===== config.mk =====
export PLATFORM = sky130hd
export DESIGN_NAME = mcd_pick
export DESIGN_NICKNAME = d
export VERILOG_FILES = /design/src/rtl/mcd_pkg.sv /design/src/rtl/mcd_pick.sv
export SDC_FILE = /design/constraint.sdc
export NUM_CORES = 1
export LEC_CHECK = 0
export ABC_AREA = 1
export BUFFER_PORTS_ARGS = -buffer_cell sky130_fd_sc_hd__buf_2
export CORE_AREA = 2 2 39 41
export DETAILED_ROUTE_END_ITERATION = 7
export DIE_AREA = 0 0 41 43
export GPL_TIMING_DRIVEN = 0
export PLACE_DENSITY = 0.64
export RECOVER_POWER = 25
export SLEW_MARGIN = 30
export SYNTH_ARGS = -nofsm -noshare
export SYNTH_HDL_FRONTEND = slang
export SYNTH_SLANG_ARGS = --single-unit

===== constraint.sdc =====
create_clock -name vclk -period 9.45
set_clock_uncertainty 0.05 [all_clocks]
set_input_delay 1.89 -clock vclk [all_inputs]
set_output_delay 1.89 -clock vclk [all_outputs]
set_load 0.02 [all_outputs]

===== src/rtl/mcd_pkg.sv =====
// mcd_pkg: shared types and constants of the maze carver
// no dependencies
`default_nettype none

package mcd_pkg;

    typedef enum logic [2:0] {
        KIND_STARTED,
        KIND_CARVED,
        KIND_BACKTRACKED,
        KIND_FINISHED,
        KIND_READ,
        KIND_REJECTED
    } kind_t;

    localparam logic [1:0] OP_START = 2'd0;
    localparam logic [1:0] OP_STEP  = 2'd1;
    localparam logic [1:0] OP_READ  = 2'd2;

    localparam logic REG_ROW_COUNT = 1'b0;
    localparam logic REG_COL_COUNT = 1'b1;

    localparam logic [5:0] GRID_RESET = 6'd32;

    typedef struct packed {
        logic       any;
        logic [1:0] dir;
    } pick_t;

    // opening bit of a direction: bit3 for direction 0 down to bit0 for direction 3
    function automatic logic [3:0] open_bit(input logic [1:0] dir);
        return 4'b1000 >> dir;
    endfunction

endpackage

`default_nettype wire


===== src/rtl/mcd_pick.sv =====
// mcd_pick: picks one candidate direction by random value mod candidate count
// depends on mcd_pkg
`default_nettype none

module mcd_pick (
    input  logic [3:0]     cand,
    input  logic [7:0]     rnd,
    output mcd_pkg::pick_t pick
);
    import mcd_pkg::*;

    logic [2:0] count;
    logic [3:0] digit_sum;
    logic [1:0] mod3;
    logic [1:0] sel;

    assign count = {2'b00, cand[0]} + {2'b00, cand[1]} + {2'b00, cand[2]} + {2'b00, cand[3]};

    // 4 is 1 mod 3, so base-4 digits sum to the same residue
    assign digit_sum = {2'b00, rnd[1:0]} + {2'b00, rnd[3:2]}
                     + {2'b00, rnd[5:4]} + {2'b00, rnd[7:6]};

    always_comb
    begin
        case (digit_sum)
            4'd1, 4'd4, 4'd7, 4'd10: mod3 = 2'd1;
            4'd2, 4'd5, 4'd8, 4'd11: mod3 = 2'd2;
            default:                 mod3 = 2'd0;
        endcase
    end

    always_comb
    begin
        case (count)
            3'd2:    sel = {1'b0, rnd[0]};
            3'd3:    sel = mod3;
            3'd4:    sel = rnd[1:0];
            default: sel = 2'd0;
        endcase
    end

    always_comb
    begin
        logic [1:0] seen;
        logic       hit;
        seen     = 2'd0;
        hit      = 1'b0;
        pick.dir = 2'd0;
        for (int d = 0; d < 4; d++)
        begin
            if (cand[d])
            begin
                if (!hit && seen == sel)
                begin
                    pick.dir = 2'(d);
                    hit      = 1'b1;
                end
                seen = seen + 2'd1;
            end
        end
        pick.any = |cand;
    end

endmodule

`default_nettype wire


==> flow_summary.json <==
{
  "status": "completed",
  "dp_hpwl_um": 880.9,
  "critPathLaunchType": "input pin",
  "worst_pin_slew_ns": 0.2726,
  "hold_violations": 0,
  "tns_ns": 0,
  "first_pass_iters": 4,
  "yosys_warnings": 0,
  "synthSimpleGateAreaFrac": 0.4629,
  "synth_nets": 104,
  "die_area_sq_mm": 0.001763,
  "synth_top_family_by_area": "simple AND/OR/NAND/NOR gates",
  "maxSlewViolCount": 0,
  "power_leakage_nw": 0.3520,
  "initial_core_util": 0.4024,
  "power.share.switching": 0.6006,
  "drtIter0Drc": 4,
  "synth_compound_area_frac": 0.04494,
  "ctsResizeCount": 0,
  "worstSetupPathType": "input pin to output pin",
  "worst_hold_slack_ns": 4.139,
  "portBuffers": 15,
  "cp-end-kind": "output pin",
  "synthAdderAreaFrac": 0.3820,
  "die_w_um": 41,
  "grt_max_degree": 6,
  "multi_input_area_sq_um": 504.2,
  "critPathMaxFanout": 5,
  "syn_avg_cell_area_sq_um": 7.138,
  "p_comb_frac": 1.000,
  "seq_area_sq_um": 0,
  "netlist-cell-type-count": 18,
  "final_nets": 121,
  "setup_viol": 0,
  "die_h_um": 43,
  "holdPathStages": 4,
  "layout-drive-gt1-share": 0.3656,
  "globalplace.congestion": 0.7448,
  "rsz0062_at_grt": "no",
  "routedWlPerCell_um": 8.624,
  "clockPowerShare": 0,
  "finalCriticalPeriod_ns": 6.641,
  "nClkBuffers": 0,
  "postCtsSetupBuffers": 0,
  "antenna_found_initial": 0,
  "arrival_ns": 4.70,
  "max_cap_violations": 0,
  "hold_buffers": 0,
  "overflow": 0,
  "grt_pass1_wl_mm": 1.780,
  "drc": 0,
  "irDropWorstVdd_uv": 58.66,
  "crit_required_ns": 7.51,
  "internal_power_uw": 27.62,
  "areaGrowthSynthToFinish_pct": 16.85,
  "numSequentialCells": 0,
  "synth_xor_area_frac": 0.01573,
  "wirelength_um": 940,
  "num_rows": 14,
  "vias": 507,
  "period_share": 0.7028,
  "num_io_pins": 15,
  "min_path_type": "input pin to output pin",
  "power.switching_uw": 41.53,
  "clock.fmax_mhz": 150.6,
  "synth.area.mux_share": 0,
  "ant_nets": 0,
  "syn_area_sq_um": 556.8,
  "n_fill_cell": 141,
  "syn_inst": 78,
  "detail_route.vias_per_cell": 4.651,
  "power_density_mw_per_mm2": 106.3,
  "grt_pass1_vias": 462,
  "yosysSeqAreaShare": 0,
  "grt_use_total": 0.1349,
  "diodes": 0,
  "slew_headroom": 0.8164,
  "core_sq_mm": 0.001384,
  "p_seq_frac": 0
}
logic make-up after synthesis:
group           count (synthesis)
compound gates                  4
xor+xnor                        1
fa+ha+maj                      14
buf+inv                        14
simple gates                   45
power groups by stage:
stage | clock network, mW | registers [mW] | logic, mW
after floorplan | 0 | 0 | 0.0558
after global placement | 0 | 0 | 0.0689
after detailed placement | 0 | 0 | 0.0705
after CTS | 0 | 0 | 0.0708
after global routing | 0 | 0 | 0.0815
final | 0 | 0 | 0.0691
layer usage:
metal / part of all wire / track usage / vias up / routed length, um
met4: 0 / 0 / 0 / 0
li1: - / - / 276 / -
met2: 0.50 / 0.2438 / 14 / 474
met3: 0.038 / 0 / 0 / 36
met5: 0 / 0 / - / 0
met1: 0.46 / 0.1818 / 217 / 430
layout by cell type, fill, tap and decap left out, drive strengths merged:
master   n
nand2   25
o21ai    1
a21oi    2
inv     14
xor2     1
nor2     7
nand3   11
buf     14
clkbuf   1
fa       5
ha       9
o22ai    1
nand3b   2
stage by stage:
stage / setup slack (ns) / utilization / cell area, sq um / power, mW / std cells
finish: 2.809 / 0.4702 / 650.6 / 0.06915 / 109
global route: 2.638 / 0.4702 / 650.6 / 0.08154 / 109
CTS: 2.777 / 0.4711 / 651.9 / 0.07078 / 109
detailed placement: 2.777 / 0.4711 / 651.9 / 0.07046 / 109
global placement: 2.802 / 0.4711 / 651.9 / 0.06889 / 109
floorplan: 3.065 / - / 556.8 / 0.05585 / 78
cells in the mapped netlist, drive strengths merged:
master / number / area (sq um)
ha: 9 / 112.6
inv: 14 / 52.55
o21ai: 1 / 5.000
o22ai: 1 / 6.260
fa: 5 / 100.1
nand3: 11 / 82.58
a21oi: 2 / 13.76
nor2: 7 / 36.28
nand3b: 2 / 15.01
xor2: 1 / 8.760
nand2: 25 / 123.9
critical path, stage by stage:
cell	delay, ns
buf_2	0.11
fa_1	0.57
fa_1	0.42
ha_1	0.22
fa_1	0.53
inv_2	0.05
nand2_1	0.07
nand3_1	0.08
nand3_2	0.08
nand2_2	0.09
nand2_1	0.07
nand3_1	0.08
nor2_2	0.11
inv_1	0.06
a21oi_2	0.10
buf_2	0.16
area by class of cell:
type,instances,area share
multi-input combinational,64,0.7750
timing repair buffer,15,0.1135
inverter,14,0.08077
tap,16,0.03077
path summary, 6_finish.rpt:
path	from	to	slack, ns
worst max-delay path	rnd[1]	pick[1]	2.81
worst min-delay path	cand[3]	pick[2]	4.14
(Power assumes the default switching activity.)
